### config.mk
export PLATFORM = sky130hd
export DESIGN_NAME = heading_compensated_range_filter_unit
export DESIGN_NICKNAME = d
export VERILOG_FILES = /design/src/hw/rtl/hcrf_pkg.sv /design/src/hw/rtl/heading_compensated_range_filter_unit.sv
export SDC_FILE = /design/constraint.sdc
export NUM_CORES = 2
export LEC_CHECK = 0
export ABC_AREA = 0
export BUFFER_PORTS_ARGS = -buffer_cell sky130_fd_sc_hd__buf_2
export CAP_MARGIN = 20
export CORE_MARGIN = 5
export CORE_UTILIZATION = 50
export DETAILED_ROUTE_END_ITERATION = 16
export PLACE_DENSITY_LB_ADDON = 0.15
export SYNTH_ARGS = -nofsm -noshare
export SYNTH_HDL_FRONTEND = slang
export SYNTH_MEMORY_MAX_BITS = 65536
export SYNTH_SLANG_ARGS = --single-unit
export TNS_END_PERCENT = 50
### constraint.sdc
create_clock -name clk -period 12.8 [get_ports clk]
set_input_delay 2.56 -clock clk [delete_from_list [all_inputs] [get_ports clk]]
set_output_delay 2.56 -clock clk [all_outputs]
set_load 0.05 [all_outputs]
### src/hw/rtl/hcrf_pkg.sv
// hcrf_pkg: shared constants and the quarter-wave sine table for the
// heading compensated range filter; no dependencies
package hcrf_pkg;

  localparam int DefWindowDepth = 8;
  localparam int FullTurn       = 36000;
  localparam int QuarterTurn    = 9000;
  localparam logic [9:0] TolReset = 10'd500;
  localparam logic [16:0] CompMax = 17'h1FFFF;

  // round(32768*sin(k deg)), k = 0..90
  function automatic logic [15:0] sine_lut(input logic [6:0] k);
    logic [15:0] v;
    unique case (k)
      7'd0: v = 16'd0;     7'd1: v = 16'd572;   7'd2: v = 16'd1144;  7'd3: v = 16'd1715;
      7'd4: v = 16'd2286;  7'd5: v = 16'd2856;  7'd6: v = 16'd3425;  7'd7: v = 16'd3993;
      7'd8: v = 16'd4560;  7'd9: v = 16'd5126;  7'd10: v = 16'd5690; 7'd11: v = 16'd6252;
      7'd12: v = 16'd6813; 7'd13: v = 16'd7371; 7'd14: v = 16'd7927; 7'd15: v = 16'd8481;
      7'd16: v = 16'd9032; 7'd17: v = 16'd9580; 7'd18: v = 16'd10126; 7'd19: v = 16'd10668;
      7'd20: v = 16'd11207; 7'd21: v = 16'd11743; 7'd22: v = 16'd12275; 7'd23: v = 16'd12803;
      7'd24: v = 16'd13328; 7'd25: v = 16'd13848; 7'd26: v = 16'd14365; 7'd27: v = 16'd14876;
      7'd28: v = 16'd15384; 7'd29: v = 16'd15886; 7'd30: v = 16'd16384; 7'd31: v = 16'd16877;
      7'd32: v = 16'd17364; 7'd33: v = 16'd17847; 7'd34: v = 16'd18324; 7'd35: v = 16'd18795;
      7'd36: v = 16'd19261; 7'd37: v = 16'd19720; 7'd38: v = 16'd20174; 7'd39: v = 16'd20622;
      7'd40: v = 16'd21063; 7'd41: v = 16'd21498; 7'd42: v = 16'd21926; 7'd43: v = 16'd22348;
      7'd44: v = 16'd22763; 7'd45: v = 16'd23170; 7'd46: v = 16'd23571; 7'd47: v = 16'd23965;
      7'd48: v = 16'd24351; 7'd49: v = 16'd24730; 7'd50: v = 16'd25102; 7'd51: v = 16'd25466;
      7'd52: v = 16'd25822; 7'd53: v = 16'd26170; 7'd54: v = 16'd26510; 7'd55: v = 16'd26842;
      7'd56: v = 16'd27166; 7'd57: v = 16'd27482; 7'd58: v = 16'd27789; 7'd59: v = 16'd28088;
      7'd60: v = 16'd28378; 7'd61: v = 16'd28660; 7'd62: v = 16'd28932; 7'd63: v = 16'd29197;
      7'd64: v = 16'd29452; 7'd65: v = 16'd29698; 7'd66: v = 16'd29935; 7'd67: v = 16'd30163;
      7'd68: v = 16'd30382; 7'd69: v = 16'd30592; 7'd70: v = 16'd30792; 7'd71: v = 16'd30983;
      7'd72: v = 16'd31164; 7'd73: v = 16'd31336; 7'd74: v = 16'd31499; 7'd75: v = 16'd31651;
      7'd76: v = 16'd31795; 7'd77: v = 16'd31928; 7'd78: v = 16'd32052; 7'd79: v = 16'd32166;
      7'd80: v = 16'd32270; 7'd81: v = 16'd32365; 7'd82: v = 16'd32449; 7'd83: v = 16'd32524;
      7'd84: v = 16'd32588; 7'd85: v = 16'd32643; 7'd86: v = 16'd32688; 7'd87: v = 16'd32723;
      7'd88: v = 16'd32748; 7'd89: v = 16'd32763; 7'd90: v = 16'd32768;
      default: v = 16'd32768;
    endcase
    return v;
  endfunction

endpackage

### src/hw/rtl/heading_compensated_range_filter_unit.sv
// heading_compensated_range_filter_unit: moving averages, relative yaw and
// rotation compensation of four range readings; uses hcrf_pkg
//
//  channel | ports                              | handshake
//  in      | in_*_distance, in_raw_heading       | in_valid / in_ready
//  out     | out_avg_*, out_relative_yaw, out_comp_* | out_valid / out_ready
//  cfg     | cfg_snap_tolerance                  | cfg_we, no wait
//
// one item at a time: the next item is accepted only after the result is taken; the
// multiplier steps are skipped when the yaw falls in a snap band
// a window sweep of WINDOW_DEPTH entries with one adder per lane, a reciprocal
// divide by the depth, then short steps through one 17x16 multiplier and one
// 38 bit adder; out_valid rises once the compensated values are registered
// the windows are flip-flop rows cleared at reset; reset also clears the
// reference and sets the tolerance to 500
// in_ready is high only in idle; the result register holds until taken
module heading_compensated_range_filter_unit
  import hcrf_pkg::*;
#(
  parameter int WINDOW_DEPTH = hcrf_pkg::DefWindowDepth
) (
  input  logic        clk,
  input  logic        rst_n,
  input  logic        in_valid,
  output logic        in_ready,
  input  logic [15:0] in_north_distance,
  input  logic [15:0] in_east_distance,
  input  logic [15:0] in_south_distance,
  input  logic [15:0] in_west_distance,
  input  logic [15:0] in_raw_heading,
  output logic        out_valid,
  input  logic        out_ready,
  output logic [15:0] out_avg_north,
  output logic [15:0] out_avg_east,
  output logic [15:0] out_avg_south,
  output logic [15:0] out_avg_west,
  output logic [15:0] out_relative_yaw,
  output logic [16:0] out_comp_north,
  output logic [16:0] out_comp_east,
  output logic [16:0] out_comp_south,
  output logic [16:0] out_comp_west,
  input  logic        cfg_we,
  input  logic [9:0]  cfg_snap_tolerance
);
  localparam int SW = (WINDOW_DEPTH > 1) ? $clog2(WINDOW_DEPTH) : 1;
  localparam int CW = $clog2(WINDOW_DEPTH + 1);
  localparam int AW = 16 + SW;
  // reciprocal of the depth, exact floor for any window sum
  localparam int RK = AW + SW;
  localparam longint RM = ((longint'(1) << RK) + WINDOW_DEPTH - 1) / WINDOW_DEPTH;

  typedef enum logic [3:0] {
    S_IDLE, S_SUM, S_YAW, S_SIN0, S_SIN1, S_SIN2, S_SIN3, S_SIN4, S_SIN5,
    S_SNAP, S_MUL0, S_MUL1, S_MUL2, S_OUT
  } state_t;

  state_t state_r;
  logic [15:0] win_r [5][WINDOW_DEPTH];
  logic [SW-1:0] slot_r;
  logic [CW-1:0] cnt_r;
  logic [AW-1:0] acc_r [5];
  logic [15:0] avg_r [5];
  logic ref_taken_r;
  logic [15:0] ref_r;
  logic [9:0] tol_r;
  logic [15:0] yaw_r;
  logic [1:0] quad_r;
  logic [13:0] rem_r;       // remainder within the quadrant
  logic [15:0] sa_r, sb_r;  // sine of rem and of quarter minus rem
  logic [15:0] lo_r, hi_r;
  logic [6:0] frac_r;
  logic [1:0] dir_r;        // which direction the multiplier serves
  logic       term_r;       // 0: own*cos, 1: neighbour*sin
  logic       which_r;      // 0: building sa, 1: building sb
  logic signed [37:0] sum_r;
  logic [16:0] comp_r [4];

  // shared multiplier: 17 bit signed by 16 bit unsigned
  logic signed [16:0] mul_a;
  logic [15:0] mul_b;
  logic signed [33:0] mul_p;
  assign mul_p = mul_a * $signed({1'b0, mul_b});

  // sine and cosine with signs, from quadrant
  logic signed [16:0] sn, cs;
  always_comb begin
    unique case (quad_r)
      2'd0: begin sn = {1'b0, sa_r}; cs = {1'b0, sb_r}; end
      2'd1: begin sn = {1'b0, sb_r}; cs = -$signed({1'b0, sa_r}); end
      2'd2: begin sn = -$signed({1'b0, sa_r}); cs = -$signed({1'b0, sb_r}); end
      default: begin sn = -$signed({1'b0, sb_r}); cs = {1'b0, sa_r}; end
    endcase
  end

  // neighbour of N is W, of E is N, of S is E, of W is S
  logic [1:0] nb_idx;
  assign nb_idx = dir_r - 2'd1;
  always_comb begin
    mul_a = term_r ? sn : cs;
    mul_b = term_r ? avg_r[nb_idx] : avg_r[dir_r];
    if (state_r == S_SIN2) begin
      mul_a = $signed({1'b0, hi_r - lo_r});
      mul_b = {9'd0, frac_r};
    end
  end

  // yaw difference wrapped into a full turn; out of range headings can
  // push the difference past one turn either way
  logic signed [17:0] dif;
  logic [17:0] yw;
  always_comb begin
    dif = $signed({2'b00, avg_r[4]}) - $signed({2'b00, ref_taken_r ? ref_r : avg_r[4]});
    if (dif < -18'sd36000) yw = 18'(dif + 18'sd72000);
    else if (dif < 18'sd0) yw = 18'(dif + 18'sd36000);
    else if (dif >= 18'sd36000) yw = 18'(dif - 18'sd36000);
    else yw = 18'(dif);
  end

  // snap band tests
  logic [16:0] y17, t17;
  logic b90, b180, b270;
  assign y17 = {1'b0, yaw_r};
  assign t17 = {7'd0, tol_r};
  assign b90  = (y17 + t17 >= 17'd9000)  && (y17 <= 17'd9000 + t17);
  assign b180 = (y17 + t17 >= 17'd18000) && (y17 <= 17'd18000 + t17);
  assign b270 = (y17 + t17 >= 17'd27000) && (y17 <= 17'd27000 + t17);

  // magnitude round and saturate
  logic [37:0] mag;
  logic [22:0] rnd;
  always_comb begin
    mag = sum_r[37] ? 38'(-sum_r) : 38'(sum_r);
    rnd = 23'(((mag + 38'd16384) >> 15) + 38'd1);
  end

  // interpolation divide by 100 of (d*f + 50), d*f < 2^16
  logic [16:0] ip_num;
  logic [33:0] ip_q;
  assign ip_num = 17'(sum_r[16:0]) + 17'd50;
  assign ip_q = 34'(ip_num) * 34'd41944;   // floor(n/100) for n < 2^17 after correction

  logic [15:0] ip_div;
  always_comb begin
    ip_div = 16'(ip_q >> 22);
    if (17'(ip_num) >= 17'(ip_div) * 17'd100 + 17'd100) ip_div = ip_div + 16'd1;
    else if (17'(ip_div) * 17'd100 > ip_num) ip_div = ip_div - 16'd1;
  end

  logic [15:0] sin_val;
  assign sin_val = lo_r + ip_div;

  logic [13:0] arg;
  assign arg = which_r ? 14'(14'd9000 - rem_r) : rem_r;

  // whole degrees and hundredths of arg, reciprocal exact for arg <= 9000
  logic [26:0] deg_p;
  logic [6:0] deg;
  logic [13:0] deg_frac;
  assign deg_p = 27'(arg) * 27'd5243;
  assign deg = 7'(deg_p >> 19);
  assign deg_frac = arg - 14'(deg) * 14'd100;

  always_ff @(posedge clk) begin
    if (!rst_n) begin
      state_r <= S_IDLE;
      for (int c = 0; c < 5; c++)
        for (int i = 0; i < WINDOW_DEPTH; i++) win_r[c][i] <= '0;
      slot_r <= '0;
      ref_taken_r <= 1'b0;
      ref_r <= '0;
      tol_r <= TolReset;
      out_valid <= 1'b0;
    end else begin
      if (cfg_we) tol_r <= cfg_snap_tolerance;
      unique case (state_r)
        S_IDLE: begin
          if (in_valid) begin
            win_r[0][slot_r] <= in_north_distance;
            win_r[1][slot_r] <= in_east_distance;
            win_r[2][slot_r] <= in_south_distance;
            win_r[3][slot_r] <= in_west_distance;
            win_r[4][slot_r] <= in_raw_heading;
            slot_r <= (32'(slot_r) == WINDOW_DEPTH - 1) ? '0 : slot_r + 1'b1;
            for (int c = 0; c < 5; c++) acc_r[c] <= '0;
            cnt_r <= '0;
            state_r <= S_SUM;
          end
        end
        S_SUM: begin
          // one window entry per lane each cycle
          for (int c = 0; c < 5; c++)
            acc_r[c] <= acc_r[c] + AW'(win_r[c][cnt_r[SW-1:0]]);
          if (32'(cnt_r) == WINDOW_DEPTH - 1) state_r <= S_YAW;
          cnt_r <= cnt_r + 1'b1;
        end
        S_YAW: begin
          for (int c = 0; c < 5; c++)
            avg_r[c] <= 16'((48'(acc_r[c]) * 48'(RM)) >> RK);
          state_r <= S_SIN0;
        end
        S_SIN0: begin
          if (!ref_taken_r) begin
            ref_r <= avg_r[4];
            ref_taken_r <= 1'b1;
          end
          yaw_r <= 16'(yw);
          // quadrant split
          if (yw >= 18'd27000) begin quad_r <= 2'd3; rem_r <= 14'(yw - 18'd27000); end
          else if (yw >= 18'd18000) begin quad_r <= 2'd2; rem_r <= 14'(yw - 18'd18000); end
          else if (yw >= 18'd9000) begin quad_r <= 2'd1; rem_r <= 14'(yw - 18'd9000); end
          else begin quad_r <= 2'd0; rem_r <= 14'(yw); end
          which_r <= 1'b0;
          state_r <= S_SIN1;
        end
        S_SIN1: begin
          // table lookups; integer degree and fraction via digit split
          lo_r <= sine_lut(deg);
          hi_r <= sine_lut((arg >= 14'd9000) ? 7'd90 : deg + 7'd1);
          frac_r <= (arg >= 14'd9000) ? 7'd0 : 7'(deg_frac);
          state_r <= S_SIN2;
        end
        S_SIN2: begin
          sum_r <= 38'(mul_p);
          state_r <= S_SIN3;
        end
        S_SIN3: begin
          if (which_r) begin
            sb_r <= sin_val;
            state_r <= S_SNAP;
          end else begin
            sa_r <= sin_val;
            which_r <= 1'b1;
            state_r <= S_SIN1;
          end
        end
        S_SNAP: begin
          priority if (b90) begin
            comp_r[0] <= {1'b0, avg_r[3]} + 17'd1; comp_r[1] <= {1'b0, avg_r[0]} + 17'd1;
            comp_r[2] <= {1'b0, avg_r[1]} + 17'd1; comp_r[3] <= {1'b0, avg_r[2]} + 17'd1;
            state_r <= S_OUT;
          end else if (b180) begin
            comp_r[0] <= {1'b0, avg_r[2]} + 17'd1; comp_r[1] <= {1'b0, avg_r[3]} + 17'd1;
            comp_r[2] <= {1'b0, avg_r[0]} + 17'd1; comp_r[3] <= {1'b0, avg_r[1]} + 17'd1;
            state_r <= S_OUT;
          end else if (b270) begin
            comp_r[0] <= {1'b0, avg_r[1]} + 17'd1; comp_r[1] <= {1'b0, avg_r[2]} + 17'd1;
            comp_r[2] <= {1'b0, avg_r[3]} + 17'd1; comp_r[3] <= {1'b0, avg_r[0]} + 17'd1;
            state_r <= S_OUT;
          end else begin
            dir_r <= 2'd0;
            term_r <= 1'b0;
            state_r <= S_MUL0;
          end
        end
        S_MUL0: begin
          sum_r <= 38'(mul_p);
          term_r <= 1'b1;
          state_r <= S_MUL1;
        end
        S_MUL1: begin
          sum_r <= sum_r - 38'(mul_p);
          term_r <= 1'b0;
          state_r <= S_MUL2;
        end
        S_MUL2: begin
          comp_r[dir_r] <= (rnd > 23'(CompMax)) ? CompMax : 17'(rnd);
          dir_r <= dir_r + 2'd1;
          state_r <= (dir_r == 2'd3) ? S_OUT : S_MUL0;
        end
        S_OUT: begin
          if (!out_valid) out_valid <= 1'b1;
          else if (out_ready) begin
            out_valid <= 1'b0;
            state_r <= S_IDLE;
          end
        end
        default: state_r <= S_IDLE;
      endcase
    end
  end

  assign in_ready = (state_r == S_IDLE);
  assign out_avg_north = avg_r[0];
  assign out_avg_east = avg_r[1];
  assign out_avg_south = avg_r[2];
  assign out_avg_west = avg_r[3];
  assign out_relative_yaw = yaw_r;
  assign out_comp_north = comp_r[0];
  assign out_comp_east = comp_r[1];
  assign out_comp_south = comp_r[2];
  assign out_comp_west = comp_r[3];
endmodule

After elaboration in Yosys (flattened, before gate mapping)
Memory sizes are Yosys's and may differ from the RTL's. A register that Yosys moved wholly into a read port is not among the register bits.
Index checks and enable logic that the tools add are counted.
- bits in registers: 152
- memory bits (writable): 883
- bits in read-only memories: 4096
- input port bits: 95
- output and inout bits: 150
- word-level logic and storage cells: 1541
- memories: 6
- memories (memory ; words ; bits a word ; rd ports ; clocked after memory_dff ; wr ports ; line ; RTL):
    (no name shown) ; 128 ; 16 ; 1 ; 1 ; 0 ; hcrf_pkg.sv:14 ; unique case (k)
    (no name shown) ; 128 ; 16 ; 1 ; 1 ; 0 ; hcrf_pkg.sv:14 ;
    win_r ; 5 ; 128 ; 5 ; 0 ; 5 ; heading_compensated_range_filter_unit.sv:58 ; logic [15:0] win_r [5][WINDOW_DEPTH];
    acc_r ; 5 ; 19 ; 5 ; 0 ; 5 ; heading_compensated_range_filter_unit.sv:61 ; logic [AW-1:0] acc_r [5];
    avg_r ; 5 ; 16 ; 7 ; 1 ; 5 ; heading_compensated_range_filter_unit.sv:62 ; logic [15:0] avg_r [5];
    comp_r ; 4 ; 17 ; 4 ; 0 ; 4 ; heading_compensated_range_filter_unit.sv:76 ; logic [16:0] comp_r [4];
- add/sub/neg operators: 39
- $mul: 5
- $lt $le $gt $ge: 19
- equality and inequality tests: 23
- multiplexer cells: 750
- bitwise gates (word level): 656
- reductions and logical operators: 25
- operator list (kind ; count):
    1-bit two-way mux ; 677
    1-bit OR ; 653
    16-bit two-way mux ; 16
    16-bit binary-select mux with 3-bit select ; 5
    17-bit two-way mux ; 12
    128-bit two-way mux ; 1
    17-bit one-hot mux with 3 select lines ; 2
    19-bit by 16-bit adder with 19-bit output ; 5
    19-bit two-way mux ; 5
    38-bit one-hot mux with 2 select lines ; 1
    16-bit by 1-bit adder with 17-bit output (second input constant) ; 4
    14-bit two-way mux ; 4
    18-bit two-way mux ; 3
    16-bit demux with 3-bit select ; 1
    4-bit one-hot mux with 12 select lines ; 1
    38-bit by 15-bit adder with 38-bit output (second input constant) ; 1
    38-bit two-way mux ; 1
    38-bit negation ; 1
    38-bit by 34-bit subtractor with 38-bit output ; 1
    18-bit by 15-bit greater-or-equal comparator with 1-bit output (second input constant) ; 2
    17-bit by 15-bit greater-or-equal comparator with 1-bit output (second input constant) ; 2
    17-bit by 17-bit multiplier with 34-bit output ; 1
    16-bit negation with 17-bit output ; 2
    15-bit by 10-bit adder with 16-bit output (first input constant) ; 2
    other kinds (68) ; 114

Logic depth before layout (Yosys ltp)
- depth after elaboration: 11
- gate-level depth with buffers: 72
- mapped depth without buffers: 72

Worst setup path before layout
Ideal clock, no wire load.
- path kind: register to register
- start point: register sum_r[1]
- end point: register sa_r[15], data pin
- setup time: 264 ps
- data arrival time: 13673 ps
- required time: 12536 ps
- setup slack: -1137 ps
- cell stages (with the launch flop): 67
- path buffers: 2
- clock period less this slack: 13937 ps
- path through: edfxtp_1 -> ha_1 -> a21oi_1 -> a21boi_1 -> nand3_1 -> nor2_1 -> nand2_1 -> xor2_1 -> inv_1 -> ha_1 -> inv_1 -> fa_1 -> inv_1 -> fa_1 -> fa_1 -> inv_1 -> fa_1 -> inv_1 -> (+31 left out) -> nand3_1 -> o211ai_1 -> ha_1 -> a21o_1 -> a21oi_1 -> o21bai_1 -> a21oi_1 -> o21bai_1 -> a21oi_1 -> o21bai_1 -> a21oi_1 -> o21bai_1 -> a21oi_1 -> o21ai_0 -> a21o_1 -> a21oi_1 -> xnor2_1 -> xnor2_1
- longest elaborated chain between the ends: 7
- elaborated cells on any way between the ends: 11
- those cells by class: 5 x add/sub; 2 x mul; 2 x order compare; 2 x mux
- RTL lines (what ; line ; RTL):
    start: declaration ; heading_compensated_range_filter_unit.sv:75 ; logic signed [37:0] sum_r;
    start signal: assignment ; heading_compensated_range_filter_unit.sv:223 ; sum_r <= 38'(mul_p);
    start signal: assignment ; heading_compensated_range_filter_unit.sv:256 ; sum_r <= 38'(mul_p);
    start signal: assignment ; heading_compensated_range_filter_unit.sv:261 ; sum_r <= sum_r - 38'(mul_p);
    17-bit by 6-bit adder with 17-bit output (*) ; heading_compensated_range_filter_unit.sv:139 ; assign ip_num = 17'(sum_r[16:0]) + 17'd50;
    17-bit by 13-bit multiplier with 30-bit output ; heading_compensated_range_filter_unit.sv:140 ; assign ip_q = 34'(ip_num) * 34'd41944;
    11-bit by 5-bit multiplier with 15-bit output ; heading_compensated_range_filter_unit.sv:145, heading_compensated_range_filter_unit.sv:146 ;
    17-bit by 7-bit adder with 17-bit output / 17-bit > comparator (equally long branches) ; heading_compensated_range_filter_unit.sv:145, heading_compensated_range_filter_unit.sv:146 ;
    17-bit greater-or-equal comparator / 16-bit two-way mux (equally long branches) ; heading_compensated_range_filter_unit.sv:145, heading_compensated_range_filter_unit.sv:146 ;
    16-bit two-way mux (*) ; heading_compensated_range_filter_unit.sv:145 ; if (17'(ip_num) >= 17'(ip_div) * 17'd100 + 17'd100) ip_div = ip_div + 16'd1;
    16-bit adder (*) ; heading_compensated_range_filter_unit.sv:150 ; assign sin_val = lo_r + ip_div;
    named net sin_val[15] ; heading_compensated_range_filter_unit.sv:149 ; logic [15:0] sin_val;
    end signal: assignment ; heading_compensated_range_filter_unit.sv:231 ; sa_r <= sin_val;
    end: declaration ; heading_compensated_range_filter_unit.sv:69 ; logic [15:0] sa_r, sb_r;
Mark *: on every way through the listed nets, which the timed path passes. The rest lies on a longest branch.
A chain may end at the register's enable or synchronous reset.

Worst setup path after layout
- start point: register sum_r[1]
- end point: register sb_r[14], data pin
- longest elaborated chain between the ends: 7
- elaborated cells on any way between the ends: 11
- those cells by class: 5 x add/sub; 2 x mul; 2 x order compare; 2 x mux
- RTL lines (what ; line ; RTL):
    17-bit by 6-bit adder with 17-bit output (*) ; heading_compensated_range_filter_unit.sv:139 ;
    17-bit by 13-bit multiplier with 30-bit output ; heading_compensated_range_filter_unit.sv:140 ;
    11-bit by 5-bit multiplier with 15-bit output ; heading_compensated_range_filter_unit.sv:145, heading_compensated_range_filter_unit.sv:146 ;
    17-bit by 7-bit adder with 17-bit output / 17-bit > comparator (equally long branches) ; heading_compensated_range_filter_unit.sv:145, heading_compensated_range_filter_unit.sv:146 ;
    17-bit greater-or-equal comparator / 16-bit two-way mux (equally long branches) ; heading_compensated_range_filter_unit.sv:145, heading_compensated_range_filter_unit.sv:146 ;
    16-bit two-way mux (*) ; heading_compensated_range_filter_unit.sv:145 ;
    16-bit adder (*) ; heading_compensated_range_filter_unit.sv:150 ;
    named net sin_val[14] ; heading_compensated_range_filter_unit.sv:149 ;
    end signal: assignment ; heading_compensated_range_filter_unit.sv:228 ; sb_r <= sin_val;
    end: declaration ; heading_compensated_range_filter_unit.sv:69 ;
Marks and branches as above.

==> metrics <==
outcome finished, violations left; violations in the final reports setup timing; delay of the slowest critical-path stage 0.51 ns; mean number of vias per cell 5.91; Worst Path Required 13.27 ns; aggregate negative setup slack -0.135 ns; initial antenna violation count 46; number of I/O pins 245; Sinks on Clock Net 1066; Worst-Margin Slew 1.15 ns; total number of H-tree levels 3; ANT nets after route 0; FF/Latch Area 0.0316 mm²; placeable core region 0.170 mm²; Critical Path Fanout Max 4; sequential cell area fraction in the yosys report 0.370; average size of a mapped cell 10.6 µm²; Worst Reg-to-Reg Cells 69; Clock Pin Slew Worst Setup and Hold Paths 0.06 ns; CTS tree yes; root buf cell sky130_fd_sc_hd__clkbuf_16; worst-case setup margin in the final layout -0.0673 ns; Unique masters post-synth 109; Worst Hold Depth 0; wire length of the first global-routing pass 395 mm; Post-route DRC 0; IO Port Bufs 244; clock tree skew after final layout 0.0691 ns; number of buffers created by CTS 115; GRT Resource Usage Total 0.285; number of enable flip-flop cells after synthesis 1029; HPWL Detailed 185 mm; slowest library cell on the worst path sky130_fd_sc_hd__fa_1; commonest cells after routing, fill and taps aside sky130_fd_sc_hd__edfxtp_1, sky130_fd_sc_hd__inv_1, sky130_fd_sc_hd__and2_1, sky130_fd_sc_hd__ha_1, sky130_fd_sc_hd__nand2_1; number of standard-cell rows in the floorplan 151; placer congestion estimate 0.993; Max Buffers Root-to-Sink 3; critical path start-end classification reg -> reg; endpoint arrival time on the critical path 13.34 ns; unrepaired setup endpoints after global routing true; number of detailed-routing iterations run before antenna repair 13; count of state elements after synthesis 1066; drt initial violations 5175; type of the worst min-delay path reg -> reg; chip height 424 µm; die width 424 µm; maximum number of pins on one net before global-route repair 118; Startpoint Class register; Yosys warning total 0; starting density of the core 0.504; final slew viol count 0; Place WS -0.379 ns; area added between synthesis and finish 11.8%; final core utilization 0.563; time the final worst path needs with I/O delays and setup 12.87 ns; average detailed-routed wire length per instance 24.1 µm; cell count after synthesis 8089; Synth area leader sky130_fd_sc_hd__edfxtp_1; fill cell total of the finished layout 14.5k; crit share post-route 1.01; most frequent standard cell in the layout excluding fill and tap cells sky130_fd_sc_hd__edfxtp_1; net total in the final layout 9551; Main synth FF type sky130_fd_sc_hd__edfxtp_1; max-capacitance violation count 0; fraction of layout instances using a drive strength above 1 0.149; remaining global-route overflow 0; vias after detailed routing 63.4k; clock insertion delay at the later pin of the skew report 0.77 ns; FMAX 77.7 MHz; full die area 0.179 mm²; capturing element type of the critical path register; endpoints failing hold 0; number of global-route vias before repair 64.3k; Yosys top cell area share 0.361; number of endpoints failing setup at the final stage 2; synthesized netlist net count 9246; area of the multi-input gates 0.0501 mm²; most frequent cell on the critical path sky130_fd_sc_hd__inv_2; ys async rst share 0; cell types with the largest area share after synthesis sky130_fd_sc_hd__edfxtp_1, sky130_fd_sc_hd__fa_1, sky130_fd_sc_hd__ha_1, sky130_fd_sc_hd__and2_1, sky130_fd_sc_hd__mux4_2; overall routed net length 259 mm; Max-Slew Margin vs Limit 0.231; Cell Area, Synth 0.0855 mm²
## state kept, by name, summed over array words and instances (netlist names), 16 cells and up, named ones only
name	cells
sum_r	38
acc_r	95
hi_r	16
win_r	640
sa_r	16
avg_r	80
lo_r	16
ref_r	16
sb_r	16
out_relative_yaw	16
comp_r	68
## critical path: cells and delay by family (launching register included)
family / cells / cell delay [ns]
compound gates: 28 / 4.60
xor+xnor: 4 / 0.54
fa+ha+maj: 13 / 4.42
buf+inv: 10 / 0.67
flops: 1 / 0.44
mux: 1 / 0.17
simple gates: 13 / 1.72
## path summary, 6_finish.rpt
kind | from | end | slack [ns]
max | sum_r[1] | sb_r[14] | -0.07
min reg2reg | acc_r[0][91] | avg_r[4][12] | 0.46
min | acc_r[0][91] | avg_r[4][12] | 0.46
max reg2reg | sum_r[1] | sb_r[14] | -0.07
## per-layer routing
metal / up-vias / part of all wire / wire length [µm] / global-route usage
met5: - / 0.00056 / 144 / 0
met4: 24 / 0.061 / 15900 / 0.148
met3: 643 / 0.059 / 15300 / 0.0424
met2: 2235 / 0.48 / 125000 / 0.481
met1: 31366 / 0.40 / 103000 / 0.356
li1: 29178 / - / - / -
## kinds of logic after synthesis
group | share of synthesized area
adders and majority gates | 0.193
xor gates and xnor gates | 0.0442
buffers and inverters | 0.0564
and+or+nand+nor | 0.146
muxes | 0.0765
DFF | 0.370
AOI/OAI and AO/OA | 0.114
## final cells by class
type | count | share of cell area
multi-input combinational | 5750 | 0.524
sequential | 1066 | 0.331
timing repair buffer | 581 | 0.0405
inverter | 880 | 0.0346
clock buffer | 139 | 0.0312
tap | 2218 | 0.0290
clock inverter | 77 | 0.00895
antenna | 20 | 0.000524
## Yosys cell counts (47+ instances only)
library cell,n
sky130_fd_sc_hd__nor2_1,423
sky130_fd_sc_hd__o21ai_0,307
sky130_fd_sc_hd__a211oi_1,104
sky130_fd_sc_hd__mux4_2,195
sky130_fd_sc_hd__nor2b_1,96
sky130_fd_sc_hd__edfxtp_1,1029
sky130_fd_sc_hd__o211ai_1,50
sky130_fd_sc_hd__xnor2_1,283
sky130_fd_sc_hd__and3_1,68
sky130_fd_sc_hd__a21o_1,73
sky130_fd_sc_hd__and2_1,726
sky130_fd_sc_hd__ha_1,633
sky130_fd_sc_hd__nand3_1,128
sky130_fd_sc_hd__nand2b_1,73
sky130_fd_sc_hd__inv_1,868
sky130_fd_sc_hd__a21oi_1,334
sky130_fd_sc_hd__fa_1,429
sky130_fd_sc_hd__a31oi_1,47
sky130_fd_sc_hd__nor3_1,123
sky130_fd_sc_hd__mux2_2,89
sky130_fd_sc_hd__o21a_1,66
sky130_fd_sc_hd__xor2_1,135
sky130_fd_sc_hd__o31ai_1,49
sky130_fd_sc_hd__mux2i_1,115
sky130_fd_sc_hd__nand2_1,541
sky130_fd_sc_hd__clkbuf_1,342
## repair_timing
| item | 4_1_cts | 5_1_grt |
|---|---|---|
| pin swaps | 81 | 75 |
| gates resized for setup | 57 | 62 |
| setup buffers | 16 | 16 |
| hold buffers | 0 | 0 |
| endpoints found under the setup margin | 11 | 24 |
## metrics by stage
step | hold WS, ns | instances | instance area (µm²)
finish | 0.456 | 10731 | 95600
global route | 0.468 | 10715 | 95600
CTS | 0.458 | 10692 | 95100
detailed placement | 0.443 | 10460 | 90900
global placement | 0.438 | 10460 | 90900
floorplan | 0.433 | 8089 | 85800
Power is not shown: default switching activity piles up to over one toggle a cycle in this logic, so the estimate is an artifact.
